**src/pebs_pkg.sv**
```systemverilog
// ----------------------------------------------------------------------------
// pebs_pkg
// Shared types and constants for the peak element binary search block.
// ----------------------------------------------------------------------------
package pebs_pkg;

  localparam int DATA_W = 32;
  localparam int PEAK_W = 10;

  typedef enum logic [1:0] {
    ST_LOAD,
    ST_READ,
    ST_CMP,
    ST_EMIT
  } pebs_state_t;

  // controller -> datapath
  typedef struct packed {
    logic load;   // input transfer this cycle
    logic start;  // transfer carries last: set up search bounds
    logic rd;     // read element mid and mid+1
    logic cmp;    // compare read pair, narrow bounds
    logic emit;   // load result register
  } pebs_cmd_t;

  // datapath -> controller
  typedef struct packed {
    logic lo_lt_hi;  // search still open
    logic out_busy;  // result register full and stalled
  } pebs_sts_t;

endpackage

```
**src/pebs_ctrl.sv**
```systemverilog
// ----------------------------------------------------------------------------
// pebs_ctrl
// Sequencer: load phase, then read/compare steps, then emit.
// ----------------------------------------------------------------------------
module pebs_ctrl import pebs_pkg::*; (
  input  logic      clk,
  input  logic      rst,
  input  logic      in_valid,
  input  logic      last,
  input  pebs_sts_t sts,
  output logic      in_stall,
  output pebs_cmd_t cmd
);

  pebs_state_t state;
  pebs_state_t state_next;

  always_ff @(posedge clk) begin
    if (rst) begin
      state <= ST_LOAD;
    end else begin
      state <= state_next;
    end
  end

  always_comb begin
    state_next = state;
    in_stall   = 1'b1;
    cmd        = '0;
    case (state)
      ST_LOAD: begin
        in_stall = 1'b0;
        if (in_valid) begin
          cmd.load = 1'b1;
          if (last) begin
            cmd.start  = 1'b1;
            state_next = ST_READ;
          end
        end
      end
      ST_READ: begin
        if (sts.lo_lt_hi) begin
          cmd.rd     = 1'b1;
          state_next = ST_CMP;
        end else begin
          state_next = ST_EMIT;
        end
      end
      ST_CMP: begin
        cmd.cmp    = 1'b1;
        state_next = ST_READ;
      end
      ST_EMIT: begin
        if (!sts.out_busy) begin
          cmd.emit   = 1'b1;
          state_next = ST_LOAD;
        end
      end
      default: begin
        state_next = ST_LOAD;
      end
    endcase
  end

endmodule

```
**config.mk**
```make
export PLATFORM = sky130hd
export DESIGN_NAME = pebs_ctrl
export DESIGN_NICKNAME = d
export VERILOG_FILES = /design/src/pebs_pkg.sv /design/src/pebs_ctrl.sv
export SDC_FILE = /design/constraint.sdc
export NUM_CORES = 1
export LEC_CHECK = 0
export ABC_AREA = 1
export BUFFER_PORTS_ARGS = -buffer_cell sky130_fd_sc_hd__buf_2
export CAP_MARGIN = 25
export CORE_AREA = 3 3 40 42
export DETAILED_ROUTE_END_ITERATION = 10
export DIE_AREA = 0 0 43 45
export PLACE_DENSITY = 0.32
export SLEW_MARGIN = 10
export SYNTH_ARGS = -nofsm -noshare
export SYNTH_HDL_FRONTEND = slang
export SYNTH_SLANG_ARGS = --single-unit
```
**constraint.sdc**
```tcl
create_clock -name clk -period 2 [get_ports clk]
set_input_delay 0.1 -clock clk [delete_from_list [all_inputs] [get_ports clk]]
set_output_delay 0.1 -clock clk [all_outputs]
set_load 0.005 [all_outputs]
```
# Word-level counts from Yosys, hierarchy flattened
# Cells that the tools add are included.
# op_classes
reduce_logical	2
n_eq_ne	6
n_mux	14
# ops
cell	count
$mux 2	5
$mux 1	8
$pmux 2 s4	1
$ne 2x2->1 const B	3
$eq 2x2->1 const B	2
$reduce_and 3->1	1
$eq 2x1->1 const B	1
$logic_not 2->1	1
# totals
inputBits	6
word_cells	23
out_inout_bits	6
ff_bits	2

# Logic depth before layout (Yosys ltp)
# Gate-level depths: netlist of run 1.
# depth
depth_word	3
ltp_mapped	4

# Worst setup path before layout of run 1
# No wires, ideal clock.
# synth_timing
kind	reg-to-reg
from	register state[0]
to	register state[0]
path_stages_with_launch	5
path_buffers	0
setup_slack_ns	1.267
setup_time_ns	0.110
arrival_time_ns	0.623
period_less_slack_ns	0.733
t_required_ns	1.890
cell_sequence	dfxtp_1 -> nor2_1 -> nand2_1 -> nand2_1 -> nor2_2
# synth_via
elab_chain_cells	3
# synth_lines
item	line	source
start: declaration	pebs_ctrl.sv:15	pebs_state_t state;
start signal: assignment	pebs_ctrl.sv:22	state <= state_next;
$eq 2x2->1 or $logic_not 2->1 (tied branches)	pebs_ctrl.sv:30	case (state)
$ne 2x2->1 (no line)	-	
$reduce_and 3->1 (no line)	-	
# Several ways; a longest one is shown, not always the timed one.
# A chain may end at the register's enable or synchronous reset.

==> impl_metrics.py, run 1 <==
metrics = {
    "status": {
        "outcome": "completed",
    },
    "run": {
        "timing.max_cap.violations": 0,
    },
    "synthesis": {
        "synth_async_sr_flop_share_pct": 0,
        "distinct_cell_type_count_after_synthesis": 8,
        "synth_top_area_share_pct": 31.7,
        "number_of_synthesized_flops_with_an_enable_pin": 0,
        "ys_warn_count": 0,
        "netlist.top_cell.by_area": "sky130_fd_sc_hd__dfxtp_1",
        "register_area_share_after_synthesis_pct": 31.7,
        "synthesis.instances": 22,
        "yosys_register_bits": 2,
        "yosys-top-cells-area": "sky130_fd_sc_hd__dfxtp_1 (32%), sky130_fd_sc_hd__inv_1 (15%), sky130_fd_sc_hd__nand2_1 (15%)",
        "syn_avg_cell_area_sq_um": 5.74,
        "netlist_area_pre_place_sq_um": 126,
        "synth_nets": 28,
        "ys.flop_type": "sky130_fd_sc_hd__dfxtp_1",
        "synthTopCellsByCount": "sky130_fd_sc_hd__inv_1 (5), sky130_fd_sc_hd__nand2_1 (5), sky130_fd_sc_hd__nor2_2 (3)",
    },
    "worst_setup_path": {
        "cells_along_the_critical_path": "nor2_1 -> inv_2 -> nor2_2 -> buf_2",
        "timing_worst_setup_path_type": "reg -> out",
        "crit_fanout": 5,
        "type_of_destination_of_the_critical_path": "output pin",
        "worstReg2RegEnd": "state[0]$_SDFFE_PP0P_",
        "critical_path_cell_count": 4,
        "setup.reg_to_reg.worst_slack_ns": 1.21,
        "critical-path-slowest-cell": "sky130_fd_sc_hd__dfxtp_1",
        "reg2reg_from": "state[0]$_SDFFE_PP0P_",
        "worst-endpoint-arrival_ns": 0.97,
        "cp_data_required_time_ns": 1.90,
        "timing.critical_path.buf_inv": 2,
        "max_stage_delay_ns": 0.33,
        "ff2ff_path_depth": 4,
        "startpoint_type": "flip-flop",
        "path_delay_family": "flip-flops",
    },
    "timing": {
        "setup_repair_after_global_routing_missed_its_margin": "no",
        "pins_over_their_slew_limit": 0,
        "layout_setup_ws_ns": 0.926,
        "finalSetupTns_ns": 0,
        "maxClockFrequency_mhz": 931,
        "finalSetupViolations": 0,
        "hold-worst-slack_ns": 0.129,
        "skew_ns": 0.00231,
        "worst-slew-pin-transition_ns": 0.164,
        "finalCriticalPeriod_ns": 1.07,
        "timing.max_slew.rel_slack_pct": 89.0,
        "hold_viol": 0,
        "min_period_over_period_pct": 53.7,
    },
    "drt": {
        "drtIter0Drc": 1,
        "drtPass1Iterations": 2,
        "drt_drc_violations_left": 0,
        "route.vias.total": 162,
        "routed_via_density": 3.18,
        "dr_wl_cell_um": 6.53,
        "post_drt_antenna_nets": 0,
        "route.final.wire_length_um": 333,
    },
    "layout": {
        "fin_nets": 44,
        "filler_free_cell_count_of_the_finished_design": 51,
        "registers.top_by_ff_count": "state",
        "postLayoutCoreUtil_pct": 17.3,
        "num_antenna_cells": 0,
        "syn2layout_area_growth_pct": 76.2,
        "largestRegisters": "state: 2 flops",
        "drive_gt1_share_pct": 52.8,
        "flip_flop_count_of_the_largest_register_after_layout": 2,
    },
    "cts": {
        "clock_tree.buffer_depth": 2,
        "cts-buffers-inserted": 3,
        "count_of_instances_resized_after_the_clock_tree_is_built": 0,
        "worstSkewPairLatency_ns": 0.22,
        "hold_bufs_at_cts": 0,
        "clock_tree.root_cell": "sky130_fd_sc_hd__clkbuf_4",
        "worst_setup_hold_path_clk_slew_ns": 0.03,
        "cts.sinks": 2,
        "clock_tree.htree_level_count": 1,
        "post-cts-setup-buffer-count": 0,
        "tritoncts": "built",
    },
    "pwr": {
        "vdd_ir_drop_max_mv": 0.128,
        "p_per_area_mw_per_mm2": 753,
        "lkg_pwr_nw": 0.152,
    },
    "die": {
        "floorplan.core_area_sq_mm": 0.00128,
        "initial_core_util_pct": 9.83,
        "x_dimension_of_the_die_um": 43,
        "placementRows": 13,
        "io-pin-count": 12,
        "die_area_sq_mm": 0.00194,
        "fp.dieH_um": 45,
    },
    "placement": {
        "dpl_worst_slack_ns": 1.14,
        "placed_cells": 48,
        "buffer_ports.inserted": 11,
        "place.gp.congestion": 0.624,
    },
    "global_routing": {
        "track_usage_pct": 4.66,
        "antenna_violations_before_repair": 0,
        "grt_overflow": 0,
        "grt_first_pass_wirelength_um": 586,
        "grt_max_degree": 6,
        "via_count_of_the_first_global_routing_pass": 174,
    },
    "min_path": {
        "timing.hold.worst.start": "rst",
        "min-delay-path-class": "in -> reg",
        "whs_endpoint": "state[1]$_SDFFE_PP0P_",
        "holdPathStages": 4,
    },
}
## cell type report
| class | instances | area [sq um] |
|---|---|---|
| Clock buffer | 3 | 22.5 |
| Timing Repair Buffer | 11 | 55.1 |
| Sequential cell | 2 | 40.0 |
| Inverter | 7 | 26.3 |
| Multi-Input combinational cell | 13 | 60.1 |
| Tap cell | 15 | 18.8 |
| Fill cell | 152 | 1060 |
## cell usage in the layout (no fill, tap or decap)
cell type,n
sky130_fd_sc_hd__a21oi_1,1
sky130_fd_sc_hd__buf_2,11
sky130_fd_sc_hd__clkbuf_4,3
sky130_fd_sc_hd__dfxtp_1,2
sky130_fd_sc_hd__inv_1,5
sky130_fd_sc_hd__inv_2,2
sky130_fd_sc_hd__nand2_1,5
sky130_fd_sc_hd__nand3_1,2
sky130_fd_sc_hd__nor2_1,2
sky130_fd_sc_hd__nor2_2,3
## cells by family after synthesis
logic type / Yosys count / share of synthesized area [%]
flops: 2 / 31.7
simple gates: 12 / 43.6
buf+inv: 7 / 20.8
compound gates: 1 / 3.96
## worst max path at each step
stage | end | from | slack (ns)
after floorplan | state[0]$_SDFFE_PP0P_ | state[0]$_SDFFE_PP0P_ | 1.27
after global placement | cmd[3] | state[0]$_SDFFE_PP0P_ | 1.15
after detailed placement | cmd[3] | state[0]$_SDFFE_PP0P_ | 1.14
after CTS | cmd[3] | state[0]$_SDFFE_PP0P_ | 0.90
after global routing | cmd[3] | state[0]$_SDFFE_PP0P_ | 0.81
final | cmd[3] | state[0]$_SDFFE_PP0P_ | 0.93
## per-layer routing
metal | GRT usage, % | share of wire, %
met5 | 0 | 0
met4 | 7.23 | 0
met3 | 3.19 | 20
met2 | 5.99 | 47
met1 | 3.84 | 33
## report_power, final
part,leakage [nW],switching [mW],internal (mW)
Sequential,0.0165,0.00383,0.0437
Clock,0.0138,0.0203,0.0660
Combinational,0.121,0.0180,0.0161
Total,0.152,0.0421,0.126
## stage by stage
| stage | area, sq um | power [mW] |
|---|---|---|
| after floorplan | 126 | 0.0670 |
| after global placement | 200 | 0.0832 |
| after detailed placement | 200 | 0.0832 |
| after CTS | 223 | 0.175 |
| after global routing | 223 | 0.187 |
| final | 223 | 0.168 |
## worst reg2reg max path, stage by stage (launching register included)
cell and delay [ns]:
sky130_fd_sc_hd__dfxtp_1 0.33, sky130_fd_sc_hd__nor2_1 0.17, sky130_fd_sc_hd__nand2_1 0.07, sky130_fd_sc_hd__nand2_1 0.07, sky130_fd_sc_hd__nor2_2 0.03
Note: power is estimated with default switching activity, not from simulation.
==> run 2: changes to the inputs <==
--- a/config.mk
+++ b/config.mk
@@ -11,7 +11,7 @@
 export CORE_AREA = 3 3 40 42
 export DETAILED_ROUTE_END_ITERATION = 10
 export DIE_AREA = 0 0 43 45
-export PLACE_DENSITY = 0.32
+export PLACE_DENSITY = 0.33
 export SLEW_MARGIN = 10
 export SYNTH_ARGS = -nofsm -noshare
 export SYNTH_HDL_FRONTEND = slang
==> constraint.sdc (replaced) <==
create_clock -name clk -period 0.9 [get_ports clk]
set_input_delay 0.045 -clock clk [delete_from_list [all_inputs] [get_ports clk]]
set_output_delay 0.045 -clock clk [all_outputs]
set_load 0.005 [all_outputs]
==> run 2 against run 1 <==
  * The run now ends with setup timing left
  * Cell area up 5.6%
  * Worst hold slack worse by 0.072 ns
  * Highest routed layer unchanged
  * Via count unchanged
==> impl_metrics.py, run 2 (synthesized netlist as in run 1, its figures left out) <==
metrics = {
    "die": {
        "floorplan.core_area_sq_mm": 0.00128,
        "io-pin-count": 12,
        "die_area_sq_mm": 0.00194,
        "x_dimension_of_the_die_um": 43,
        "fp.dieH_um": 45,
        "initial_core_util_pct": 9.83,
        "placementRows": 13,
    },
    "timing": {
        "min_period_over_period_pct": 104,
        "finalCriticalPeriod_ns": 0.940,
        "setup_repair_after_global_routing_missed_its_margin": "yes",
        "maxClockFrequency_mhz": 1060,
        "worst-slew-pin-transition_ns": 0.117,
        "timing.max_slew.rel_slack_pct": 92.2,
        "finalSetupViolations": 4,
        "pins_over_their_slew_limit": 0,
        "finalSetupTns_ns": -0.0871,
        "hold_viol": 0,
        "skew_ns": 0.000938,
        "layout_setup_ws_ns": -0.0401,
    },
    "placement": {
        "dpl_worst_slack_ns": 0.111,
        "place.gp.congestion": 0.545,
        "buffer_ports.inserted": 11,
    },
    "cts": {
        "tritoncts": "built",
        "clock_tree.htree_level_count": 1,
        "cts.sinks": 2,
        "worst_setup_hold_path_clk_slew_ns": 0.03,
        "clock_tree.buffer_depth": 2,
        "worstSkewPairLatency_ns": 0.22,
        "clock_tree.root_cell": "sky130_fd_sc_hd__clkbuf_4",
        "cts-buffers-inserted": 3,
    },
    "drt": {
        "route.vias.total": 162,
        "route.final.wire_length_um": 316,
        "routed_via_density": 3.18,
        "post_drt_antenna_nets": 0,
        "drtIter0Drc": 1,
        "dr_wl_cell_um": 6.20,
        "drtPass1Iterations": 2,
        "drt_drc_violations_left": 0,
    },
    "pwr": {
        "power.net_switching_mw": 0.0987,
        "power.share.sequential_pct": 29.0,
        "comb_power_share_pct": 20.4,
        "lkg_pwr_nw": 0.155,
        "power.switching_fraction_pct": 25.8,
        "p_per_area_mw_per_mm2": 1630,
        "vdd_ir_drop_max_mv": 0.495,
        "power_frac_clock_pct": 50.7,
        "p_int_mw": 0.284,
    },
    "worst_setup_path": {
        "crit_fanout": 4,
        "startpoint_type": "flip-flop",
        "timing_worst_setup_path_type": "reg -> out",
        "type_of_destination_of_the_critical_path": "output pin",
        "worst-endpoint-arrival_ns": 0.90,
        "cp_data_required_time_ns": 0.85,
    },
    "layout": {
        "flip_flop_count_of_the_largest_register_after_layout": 2,
        "drive_gt1_share_pct": 61.1,
        "most-common-layout-cells": "sky130_fd_sc_hd__buf_2 (11), sky130_fd_sc_hd__inv_1 (5), sky130_fd_sc_hd__nand2_1 (5), sky130_fd_sc_hd__nor2_2 (3), sky130_fd_sc_hd__clkbuf_4 (3)",
        "registers.top_by_ff_count": "state",
        "layout.cells.most_common": "sky130_fd_sc_hd__buf_2",
        "num_antenna_cells": 0,
        "postLayoutCoreUtil_pct": 18.3,
        "fin_nets": 44,
        "largestRegisters": "state: 2 flops",
        "nFillCells": 154,
        "syn2layout_area_growth_pct": 86.1,
    },
    "global_routing": {
        "grt_max_degree": 6,
        "track_usage_pct": 3.74,
        "antenna_violations_before_repair": 0,
        "groute.layer.met1.usage_pct": 3.60,
        "grt_overflow": 0,
        "grt_met2_use_pct": 4.49,
        "grt_first_pass_wirelength_um": 476,
        "via_count_of_the_first_global_routing_pass": 131,
        "grt_busiest_layer": "met3",
        "grt.met3_usage_pct": 4.78,
    },
    "min_path": {
        "min-delay-path-class": "in -> reg",
    },
    "status": {
        "outcome": "complete, but fails checks",
        "failed_checks": "setup timing",
    },
    "run": {
        "timing.max_cap.violations": 0,
    },
}
## run 2: cell counts in the layout (fill, tap and decap cells not counted)
Identical to the previous run, type by type.
## run 2: per-layer routing
metal | part of all wire, % | vias to the layer above
li1 | - | 91
met1 | 40 | 65
met2 | 49 | 6
met3 | 11 | 0
met4 | 0 | 0
met5 | 0 | -
## run 2: cell type report
class | instances | area [sq um] | share of cell area (%)
clock buffer | 3 | 22.5 | 9.57
tap | 15 | 18.8 | 7.98
inverter | 7 | 26.3 | 11.2
sequential | 2 | 45.0 | 19.1
multi-input combinational | 13 | 67.6 | 28.7
timing repair buffer | 11 | 55.1 | 23.4
## run 2: power groups by stage
| stage | Sequential (mW) | Combinational, mW | Clock [mW] |
|---|---|---|---|
| after floorplan | 0.105 | 0.0437 | 0 |
| after global placement | 0.108 | 0.0783 | 0 |
| after detailed placement | 0.107 | 0.0772 | 0 |
| after CTS | 0.111 | 0.0807 | 0.207 |
| after global routing | 0.113 | 0.0880 | 0.222 |
| final | 0.111 | 0.0780 | 0.194 |
## run 2: through the flow
| stage | cells | total power, mW | area (sq um) | hold slack (ns) |
|---|---|---|---|---|
| after floorplan | 22 | 0.149 | 126 | 0.170 |
| after global placement | 48 | 0.186 | 200 | 0.296 |
| after detailed placement | 48 | 0.184 | 200 | 0.301 |
| after CTS | 51 | 0.398 | 235 | 0.0583 |
| after global routing | 51 | 0.423 | 235 | 0.0643 |
| final | 51 | 0.383 | 235 | 0.0575 |
## run 2: worst max-delay path, cell delays in order (launching register included)
cell,delay (ns)
sky130_fd_sc_hd__dfxtp_2,0.34
sky130_fd_sc_hd__nor2_4,0.11
sky130_fd_sc_hd__inv_2,0.05
sky130_fd_sc_hd__nor2_2,0.06
sky130_fd_sc_hd__buf_2,0.11
## run 2: final timing paths
path	start	endpoint	slack (ns)	cells after the start
hold reg to reg	state[1]$_SDFFE_PP0P_	state[1]$_SDFFE_PP0P_	0.48	1
setup reg to reg	state[1]$_SDFFE_PP0P_	state[0]$_SDFFE_PP0P_	0.18	3
hold / removal	rst	state[1]$_SDFFE_PP0P_	0.06	4
setup / recovery	state[1]$_SDFFE_PP0P_	cmd[3]	-0.04	4
## run 2: repair_timing
action | 4_1_cts | 5_1_grt
hold buffers | 0 | 0
gates resized for setup | 5 | 0
setup endpoints to repair | 5 | 6
setup buffers | 0 | 0
pin swaps | 1 | 0
